===== src/rtl/cab_pkg.sv =====
// ------------------------------------------------------------------------
// cab_pkg
// Types, register indexes and constants of the clipped alpha blend blit.
// ------------------------------------------------------------------------
package cab_pkg;

    localparam int CAB_COORD_BITS = 12;
    localparam int CAB_REG_W      = 13;
    localparam int CAB_IDX_W      = 3;
    localparam int CAB_PIX_W      = 32;
    localparam int CAB_INDEX_W    = 24;

    // Configuration register indexes.
    localparam logic [CAB_IDX_W-1:0] REG_DEST_WIDTH    = 3'd0;
    localparam logic [CAB_IDX_W-1:0] REG_DEST_HEIGHT   = 3'd1;
    localparam logic [CAB_IDX_W-1:0] REG_SOURCE_WIDTH  = 3'd2;
    localparam logic [CAB_IDX_W-1:0] REG_SOURCE_HEIGHT = 3'd3;
    localparam logic [CAB_IDX_W-1:0] REG_PLACE_X       = 3'd4;
    localparam logic [CAB_IDX_W-1:0] REG_PLACE_Y       = 3'd5;

    // Reset values.
    localparam logic [CAB_REG_W-1:0] RST_DEST_WIDTH    = 13'd640;
    localparam logic [CAB_REG_W-1:0] RST_DEST_HEIGHT   = 13'd480;
    localparam logic [CAB_REG_W-1:0] RST_SOURCE_WIDTH  = 13'd1;
    localparam logic [CAB_REG_W-1:0] RST_SOURCE_HEIGHT = 13'd1;
    localparam logic [CAB_REG_W-1:0] RST_PLACE         = 13'd0;

    localparam logic [7:0] ALPHA_OPAQUE = 8'hFF;

    typedef struct packed {
        logic [CAB_REG_W-1:0] dest_width;
        logic [CAB_REG_W-1:0] dest_height;
        logic [CAB_REG_W-1:0] source_width;
        logic [CAB_REG_W-1:0] source_height;
        logic [CAB_REG_W-1:0] place_x;
        logic [CAB_REG_W-1:0] place_y;
    } cab_cfg_t;

    // Placement of one pixel: row and column are meaningful when in_raster is set.
    typedef struct packed {
        logic                 in_raster;
        logic                 last;
        logic [CAB_REG_W-1:0] row;
        logic [CAB_REG_W-1:0] col;
    } cab_pos_t;

endpackage


===== src/rtl/cab_ifs.sv =====
// ------------------------------------------------------------------------
// cab interfaces
// Valid/ready channels for pixels in, results out and register writes.
// ------------------------------------------------------------------------
interface cab_pix_if;
    logic        valid;
    logic        ready;
    logic [31:0] source_pixel;
    logic [31:0] dest_pixel;

    modport source (output valid, source_pixel, dest_pixel, input ready);
    modport sink   (input valid, source_pixel, dest_pixel, output ready);
endinterface

interface cab_res_if;
    logic        valid;
    logic        ready;
    logic [23:0] dest_index;
    logic        write_enable;
    logic [31:0] blended_pixel;
    logic        last_pixel;

    modport source (output valid, dest_index, write_enable, blended_pixel, last_pixel,
                    input ready);
    modport sink   (input valid, dest_index, write_enable, blended_pixel, last_pixel,
                    output ready);
endinterface

interface cab_cfg_if;
    logic        valid;
    logic        ready;
    logic [2:0]  index;
    logic [12:0] data;

    modport source (output valid, index, data, input ready);
    modport sink   (input valid, index, data, output ready);
endinterface


===== src/rtl/clipped_alpha_blend_blit_top.sv =====
// ------------------------------------------------------------------------
// clipped_alpha_blend_blit_top
// Alpha-blends a streamed ARGB8888 source image onto a clipped raster.
// ------------------------------------------------------------------------
// Usage: source pixels arrive on the pixels channel in raster order, each
// transfer carrying the source pixel and the destination pixel currently
// stored at the target location. Every pixel transfer yields exactly one
// transfer on the results channel with the destination index, a write
// enable that is low for clipped pixels (index then reads zero), the
// blended pixel and a flag on the final pixel of the image.
// Registers are written on the cfg channel, which is always ready; they
// should only change while no pixel is in flight.
// A pixel is held first in the input register and then in the result
// register, which drives the results channel.
// While the receiver keeps ready high, a pixel can be taken every cycle,
// so throughput is one pixel per clock; it is set by the result register,
// which takes a new value whenever it is empty or being drained in the
// same cycle.
// When the receiver stalls, the result register holds its transfer and the
// input register fills; pixels then wait until the result is taken.
// Reset clears both pipeline stages, the column and row counters (the next
// pixel starts a new image) and loads the register defaults.
// ------------------------------------------------------------------------
module clipped_alpha_blend_blit_top
    import cab_pkg::*;
#(
    parameter int COORD_BITS = CAB_COORD_BITS
)
(
    input  logic            clk,
    input  logic            rst_n,
    cab_pix_if.sink         pixels,
    cab_res_if.source       results,
    cab_cfg_if.sink         cfg
);

    cab_cfg_t cfg_q;
    cab_pos_t pos;
    logic     pix_take;
    logic     s1_ready;
    logic     out_load;

    // Input stage registers.
    logic                 s1_valid_reg;
    logic [CAB_PIX_W-1:0] s1_src_reg;
    logic [CAB_PIX_W-1:0] s1_dst_reg;
    cab_pos_t             s1_pos_reg;

    // Result stage registers.
    logic                   out_valid_reg;
    logic [CAB_INDEX_W-1:0] out_index_reg;
    logic                   out_we_reg;
    logic [CAB_PIX_W-1:0]   out_pixel_reg;
    logic                   out_last_reg;

    // Result stage inputs.
    logic [CAB_PIX_W-1:0]     blended;
    logic [2*CAB_REG_W-1:0]   row_base;
    logic [CAB_INDEX_W-1:0]   index_next;

    // Register writes are always taken.
    assign cfg.ready = 1'b1;

    cab_cfg_regs u_cfg_regs (
        .clk      (clk),
        .rst_n    (rst_n),
        .wr_en    (cfg.valid),
        .wr_index (cfg.index),
        .wr_data  (cfg.data),
        .cfg      (cfg_q)
    );

    // The result register loads when empty or when its transfer completes.
    assign out_load = !out_valid_reg || results.ready;
    assign s1_ready = !s1_valid_reg || out_load;
    assign pixels.ready = s1_ready;
    assign pix_take = pixels.valid && s1_ready;

    // Counters advance with each pixel transfer.
    cab_addr_gen #(
        .COORD_BITS (COORD_BITS)
    ) u_addr_gen (
        .clk   (clk),
        .rst_n (rst_n),
        .step  (pix_take),
        .cfg   (cfg_q),
        .pos   (pos)
    );

    always_ff @(posedge clk or negedge rst_n)
    begin
        if (!rst_n)
        begin
            s1_valid_reg <= 1'b0;
        end
        else if (s1_ready)
        begin
            s1_valid_reg <= pixels.valid;
        end
    end

    always_ff @(posedge clk)
    begin
        if (pix_take)
        begin
            s1_src_reg <= pixels.source_pixel;
            s1_dst_reg <= pixels.dest_pixel;
            s1_pos_reg <= pos;
        end
    end

    cab_blend u_blend (
        .src   (s1_src_reg),
        .dst   (s1_dst_reg),
        .pixel (blended)
    );

    // Row and column are below the raster size whenever the pixel is inside.
    assign row_base   = (2*CAB_REG_W)'(s1_pos_reg.row) * (2*CAB_REG_W)'(cfg_q.dest_width);
    assign index_next = s1_pos_reg.in_raster ?
                        CAB_INDEX_W'(row_base + (2*CAB_REG_W)'(s1_pos_reg.col)) : '0;

    always_ff @(posedge clk or negedge rst_n)
    begin
        if (!rst_n)
        begin
            out_valid_reg <= 1'b0;
        end
        else if (out_load)
        begin
            out_valid_reg <= s1_valid_reg;
        end
    end

    always_ff @(posedge clk)
    begin
        if (out_load && s1_valid_reg)
        begin
            out_index_reg <= index_next;
            out_we_reg    <= s1_pos_reg.in_raster;
            out_pixel_reg <= blended;
            out_last_reg  <= s1_pos_reg.last;
        end
    end

    assign results.valid         = out_valid_reg;
    assign results.dest_index    = out_index_reg;
    assign results.write_enable  = out_we_reg;
    assign results.blended_pixel = out_pixel_reg;
    assign results.last_pixel    = out_last_reg;

endmodule


===== src/rtl/cab_cfg_regs.sv =====
// ------------------------------------------------------------------------
// cab_cfg_regs
// Configuration register file written through the register channel.
// ------------------------------------------------------------------------
module cab_cfg_regs
    import cab_pkg::*;
(
    input  logic                 clk,
    input  logic                 rst_n,
    input  logic                 wr_en,
    input  logic [CAB_IDX_W-1:0] wr_index,
    input  logic [CAB_REG_W-1:0] wr_data,
    output cab_cfg_t             cfg
);

    cab_cfg_t cfg_reg;
    cab_cfg_t cfg_next;

    always_comb
    begin
        cfg_next = cfg_reg;
        if (wr_en)
        begin
            case (wr_index)
                REG_DEST_WIDTH:    cfg_next.dest_width    = wr_data;
                REG_DEST_HEIGHT:   cfg_next.dest_height   = wr_data;
                REG_SOURCE_WIDTH:  cfg_next.source_width  = wr_data;
                REG_SOURCE_HEIGHT: cfg_next.source_height = wr_data;
                REG_PLACE_X:       cfg_next.place_x       = wr_data;
                REG_PLACE_Y:       cfg_next.place_y       = wr_data;
                default:           cfg_next = cfg_reg;
            endcase
        end
    end

    always_ff @(posedge clk or negedge rst_n)
    begin
        if (!rst_n)
        begin
            cfg_reg.dest_width    <= RST_DEST_WIDTH;
            cfg_reg.dest_height   <= RST_DEST_HEIGHT;
            cfg_reg.source_width  <= RST_SOURCE_WIDTH;
            cfg_reg.source_height <= RST_SOURCE_HEIGHT;
            cfg_reg.place_x       <= RST_PLACE;
            cfg_reg.place_y       <= RST_PLACE;
        end
        else
        begin
            cfg_reg <= cfg_next;
        end
    end

    assign cfg = cfg_reg;

endmodule


===== src/rtl/cab_addr_gen.sv =====
// ------------------------------------------------------------------------
// cab_addr_gen
// Source column/row counters, placement, clipping and end-of-image flag.
// ------------------------------------------------------------------------
module cab_addr_gen
    import cab_pkg::*;
#(
    parameter int COORD_BITS = CAB_COORD_BITS
)
(
    input  logic     clk,
    input  logic     rst_n,
    input  logic     step,
    input  cab_cfg_t cfg,
    output cab_pos_t pos
);

    localparam int CMP_W = (COORD_BITS + 1 > CAB_REG_W) ? COORD_BITS + 1 : CAB_REG_W;
    localparam int POS_W = ((COORD_BITS > CAB_REG_W) ? COORD_BITS : CAB_REG_W) + 2;

    logic [COORD_BITS-1:0]   column_reg;
    logic [COORD_BITS-1:0]   column_next;
    logic [COORD_BITS-1:0]   row_reg;
    logic [COORD_BITS-1:0]   row_next;
    logic [COORD_BITS:0]     column_inc;
    logic [COORD_BITS:0]     row_inc;
    logic                    row_end;
    logic                    img_end;
    logic signed [POS_W-1:0] col_pos;
    logic signed [POS_W-1:0] row_pos;

    assign column_inc = {1'b0, column_reg} + (COORD_BITS + 1)'(1);
    assign row_inc    = {1'b0, row_reg} + (COORD_BITS + 1)'(1);

    // A size of zero behaves like one; counters also wrap at their top value.
    assign row_end = (CMP_W'(column_inc) >= CMP_W'(cfg.source_width)) || (&column_reg);
    assign img_end = row_end &&
                     ((CMP_W'(row_inc) >= CMP_W'(cfg.source_height)) || (&row_reg));

    assign col_pos = POS_W'($signed(cfg.place_x)) + $signed(POS_W'(column_reg));
    assign row_pos = POS_W'($signed(cfg.place_y)) + $signed(POS_W'(row_reg));

    always_comb
    begin
        pos.in_raster = !col_pos[POS_W-1] && !row_pos[POS_W-1] &&
                        (col_pos < $signed(POS_W'(cfg.dest_width))) &&
                        (row_pos < $signed(POS_W'(cfg.dest_height)));
        pos.last      = img_end;
        pos.col       = col_pos[CAB_REG_W-1:0];
        pos.row       = row_pos[CAB_REG_W-1:0];
    end

    always_comb
    begin
        column_next = column_reg;
        row_next    = row_reg;
        if (step)
        begin
            if (row_end)
            begin
                column_next = '0;
                row_next    = img_end ? '0 : row_inc[COORD_BITS-1:0];
            end
            else
            begin
                column_next = column_inc[COORD_BITS-1:0];
            end
        end
    end

    always_ff @(posedge clk or negedge rst_n)
    begin
        if (!rst_n)
        begin
            column_reg <= '0;
            row_reg    <= '0;
        end
        else
        begin
            column_reg <= column_next;
            row_reg    <= row_next;
        end
    end

endmodule


===== src/rtl/cab_blend.sv =====
// ------------------------------------------------------------------------
// cab_blend
// Per-channel ARGB8888 alpha blend with exact truncating divide by 255.
// ------------------------------------------------------------------------
module cab_blend
    import cab_pkg::*;
(
    input  logic [CAB_PIX_W-1:0] src,
    input  logic [CAB_PIX_W-1:0] dst,
    output logic [CAB_PIX_W-1:0] pixel
);

    logic [7:0]  alpha;
    logic [7:0]  inv_alpha;
    logic [23:0] color;

    assign alpha     = src[31:24];
    assign inv_alpha = ALPHA_OPAQUE - alpha;

    for (genvar ch = 0; ch < 3; ch++)
    begin : g_chan
        logic [16:0] mix;
        logic [16:0] quot;

        // mix never exceeds 255*255, where (x + 1 + x/256) / 256 equals x / 255.
        assign mix  = 17'(16'(src[8*ch +: 8]) * 16'(alpha)) +
                      17'(16'(dst[8*ch +: 8]) * 16'(inv_alpha));
        assign quot = mix + 17'(1) + 17'(mix[16:8]);
        assign color[8*ch +: 8] = quot[15:8];
    end

    assign pixel = (alpha == ALPHA_OPAQUE) ? src : {alpha, color};

endmodule


===== src/flat_wrapper.sv =====
// flat-port wrapper written by rule: the top's interface ports become plain ports
module clipped_alpha_blend_blit_top_flat import cab_pkg::*;
#(
    parameter int COORD_BITS = CAB_COORD_BITS
)
  (clk, rst_n, pixels_valid, pixels_source_pixel, pixels_dest_pixel, pixels_ready, results_valid, results_dest_index, results_write_enable, results_blended_pixel, results_last_pixel, results_ready, cfg_valid, cfg_index, cfg_data, cfg_ready);
  cab_pix_if pixels_i ();
  cab_res_if results_i ();
  cab_cfg_if cfg_i ();
  input  logic clk;
  input  logic rst_n;
  input wire logic [$bits(pixels_i.valid)-1:0] pixels_valid;
  input wire logic [$bits(pixels_i.source_pixel)-1:0] pixels_source_pixel;
  input wire logic [$bits(pixels_i.dest_pixel)-1:0] pixels_dest_pixel;
  output wire logic [$bits(pixels_i.ready)-1:0] pixels_ready;
  output wire logic [$bits(results_i.valid)-1:0] results_valid;
  output wire logic [$bits(results_i.dest_index)-1:0] results_dest_index;
  output wire logic [$bits(results_i.write_enable)-1:0] results_write_enable;
  output wire logic [$bits(results_i.blended_pixel)-1:0] results_blended_pixel;
  output wire logic [$bits(results_i.last_pixel)-1:0] results_last_pixel;
  input wire logic [$bits(results_i.ready)-1:0] results_ready;
  input wire logic [$bits(cfg_i.valid)-1:0] cfg_valid;
  input wire logic [$bits(cfg_i.index)-1:0] cfg_index;
  input wire logic [$bits(cfg_i.data)-1:0] cfg_data;
  output wire logic [$bits(cfg_i.ready)-1:0] cfg_ready;
  assign pixels_i.valid = pixels_valid;
  assign pixels_i.source_pixel = pixels_source_pixel;
  assign pixels_i.dest_pixel = pixels_dest_pixel;
  assign pixels_ready = pixels_i.ready;
  assign results_valid = results_i.valid;
  assign results_dest_index = results_i.dest_index;
  assign results_write_enable = results_i.write_enable;
  assign results_blended_pixel = results_i.blended_pixel;
  assign results_last_pixel = results_i.last_pixel;
  assign results_i.ready = results_ready;
  assign cfg_i.valid = cfg_valid;
  assign cfg_i.index = cfg_index;
  assign cfg_i.data = cfg_data;
  assign cfg_ready = cfg_i.ready;
  clipped_alpha_blend_blit_top #(.COORD_BITS(COORD_BITS)) u_core (.clk(clk), .rst_n(rst_n), .pixels(pixels_i), .results(results_i), .cfg(cfg_i));
endmodule

===== config.mk =====
export PLATFORM = sky130hd
export DESIGN_NAME = clipped_alpha_blend_blit_top_flat
export DESIGN_NICKNAME = d
export VERILOG_FILES = /design/src/rtl/cab_pkg.sv /design/src/rtl/cab_ifs.sv /design/src/rtl/clipped_alpha_blend_blit_top.sv /design/src/rtl/cab_cfg_regs.sv /design/src/rtl/cab_addr_gen.sv /design/src/rtl/cab_blend.sv /design/src/flat_wrapper.sv
export SDC_FILE = /design/constraint.sdc
export NUM_CORES = 2
export LEC_CHECK = 0
export BUFFER_PORTS_ARGS = -buffer_cell sky130_fd_sc_hd__buf_2
export CORE_AREA = 4 4 240 242
export CTS_CLUSTER_DIAMETER = 100
export DETAILED_ROUTE_END_ITERATION = 7
export DIE_AREA = 0 0 244 246
export GPL_TIMING_DRIVEN = 0
export PLACE_DENSITY = 0.77
export SYNTH_ARGS = -nofsm -noshare
export SYNTH_HDL_FRONTEND = slang
export SYNTH_HIERARCHICAL = 1
export SYNTH_SLANG_ARGS = --single-unit

===== constraint.sdc =====
create_clock -name clk -period 12.21 [get_ports clk]
set_input_delay 2.442 -clock clk [delete_from_list [all_inputs] [get_ports clk]]
set_output_delay 2.442 -clock clk [all_outputs]
set_load 0.05 [all_outputs]

==> key figures <==
Status
  • Outcome: completed

Worst setup path
  • WS Path Type: reg -> reg
  • Slowest-stage cell, CP: clkbuf_1
  • CP top delay family: adder cells
  • Slowest stage delay, CP: 0.72 ns
  • CP Launch Type: flop
  • Critical Path RT: 12.51 ns
  • Max FO, Critical Path: 10
  • Critical Path AT: 9.74 ns
  • Buffers & Inverters on Critical Path: 5
  • Crit path top cell by count: fa_1
  • Critical Path End Type: flop

Timing
  • Max-slew headroom: 31.9%
  • Tmin final: 9.43 ns
  • Worst slew pin tran: 1.02 ns
  • Fmax achieved: 106 MHz
  • Slew Viols, Final: 0
  • Final Cycle Share: 77.3%
  • Final hold violation count: 0
  • Setup_tns: 0 ns
  • Worst clock skew: 0.0164 ns
  • RSZ-0062 raised after global routing: no
  • Endpoints failing setup: 0

CTS
  • Skew-Pair Late Insertion Delay: 0.59 ns
  • Clock sink count: 246
  • Resized Gates After CTS: 0
  • Number of buffers created by CTS: 29
  • TritonCTS clock tree: yes
  • Post-CTS setup buffer count: 0
  • Hold buffers post-CTS: 0
  • Root buffer cell: clkbuf_16
  • # H-tree levels: 1
  • Register clock-pin slew on the reported worst setup and hold paths: 0.07 ns
  • Clk buf depth: 3

Synth
  • Syn_area_per_cell: 9.81 um^2
  • Synth Cell Area: 32,700 um^2
  • Syn Inst Count: 3,330
  • Warnings from Yosys: 6

Floorplan
  • Core area: 55,100 um^2
  • Die height: 246 um
  • Die area: 60,000 um^2
  • Rows: 86
  • Die X: 244 um
  • Boundary Pins: 146
  • Initial Util: 59.3%

Placement
  • Post-DP HPWL: 62,600 um
  • Final Wtd Congestion: 0.903
  • # port buffers: 136

Final layout
  • Area Overhead vs Synth: 8.39%
  • Largest register FFs: 78
  • Layout fillers: 4,472
  • Area of the multi-input gates: 22,700 um^2
  • Layout cells sized above 1: 9.90%
  • Sequential Area: 6880 um^2
  • Nets: 4,378

Global routing
  • Initial antenna violation count: 4
  • Largest net degree at the start of global routing: 67
  • Congestion Overflow GR: 0
  • All-layer global routing usage: 27.1%
  • First-pass GRT wire length: 130,000 um
  • Number of global-route vias before repair: 24,800

Worst hold path
  • Hold Path Class: reg -> reg

Routing
  • Final ANT Viol Nets: 0
  • Drt wl/cell: 18.6 um
  • DRT Wirelength: 79,400 um
  • # DRC: 0
  • 1st-iter DRT viols: 1,591
  • Via Count: 23,900
  • Vias per inst: 5.60
  • Initial DRT Pass Iterations: 5

Flow run
  • Max-cap check violation count: 0
final timing paths:
path,start,endpoint,cells after the start,slack [ns]
setup / recovery,u_core/s1_src_reg[26]$_DFFE_PP_,u_core/results.blended_pixel[14]$_DFFE_PP_,27,2.78
hold / removal,u_core/s1_pos_reg[26]$_DFFE_PP_,u_core/results.last_pixel$_DFFE_PP_,0,0.42
setup reg to reg,u_core/s1_src_reg[26]$_DFFE_PP_,u_core/results.blended_pixel[14]$_DFFE_PP_,27,2.78
hold reg to reg,u_core/s1_pos_reg[26]$_DFFE_PP_,u_core/results.last_pixel$_DFFE_PP_,0,0.42
max in group asynchronous,rst_n,u_core/u_cfg_regs/cfg[39]$_DFFE_PN1P_,2,9.58
min in group asynchronous,rst_n,u_core/u_cfg_regs/cfg[61]$_DFFE_PN0P_,1,1.88
per-stage QoR:
stage	setup WS (ns)	instances	hold WS (ns)	util, %	instance area, um^2
floorplan	4.52	3332	0.400	-	32700
global placement	3.03	4216	0.403	62.3	34300
detailed placement	2.95	4219	0.406	62.4	34400
CTS	2.94	4273	0.421	64.3	35400
global route	2.40	4275	0.425	64.3	35400
finish	2.78	4276	0.419	64.3	35400
worst reg2reg max path, cell delays in order, from the launching register on:
cell and delay, ns:
edfxtp_1 0.52, clkbuf_1 0.72, clkbuf_1 0.60, nand2_1 0.17, fa_1 0.52, fa_1 0.54, inv_1 0.05, fa_1 0.48
fa_1 0.55, fa_1 0.51, inv_1 0.05, fa_1 0.53, inv_1 0.04, ha_1 0.32, or2_2 0.33, o311a_1 0.18
a21oi_1 0.23, o211ai_1 0.23, ha_1 0.37, a21o_1 0.20, a2111oi_1 0.51, nand2b_1 0.10, o211ai_1 0.34, nor3_1 0.15
o2111ai_1 0.34, a21boi_0 0.21, xnor2_1 0.25, o21ai_0 0.12
metal layers:
layer  part of all wire, %  global-route usage [%]
met5                     0                       0
met3                   7.1                    4.66
met1                    41                    36.1
met2                    48                    45.5
met4                   3.7                    9.25
final cells by class:
type                            count  share of cell area, %
Antenna cell                        3                 0.0212
Timing Repair Buffer              139                   2.16
Inverter                          664                   7.04
Clock buffer                       34                   2.16
Buffer                            118                   1.75
Tap cell                          748                   2.64
Multi-Input combinational cell   2304                   64.1
Clock inverter                     20                  0.717
Sequential cell                   246                   19.4
cells in the final DEF, fill, tap and decap left out, types with 10 or more instances in the layout:
cell type and instances:
o21bai_1 15, edfxtp_1 142, a21o_1 26, and2_1 211, mux2_2 79, a31oi_1 19
clkbuf_16 29, a211oi_1 16, nand2b_1 69, fa_1 422, o211ai_1 11, buf_4 15
buf_2 137, xor2_1 31, nand3_1 42, nor2_1 81, xnor2_1 75, nand4_1 19
clkbuf_1 82, inv_1 663, ha_1 369, mux2i_1 11, buf_1 10, nand2_1 248
o21a_1 25, a21oi_1 81, or3_1 11, o21ai_0 73, nor2b_1 154, nor3_1 35
dfrtp_1 96
Power is left out: the tool's default activity adds up to more than one toggle a clock period on the data nets, which glitch-free logic cannot reach.
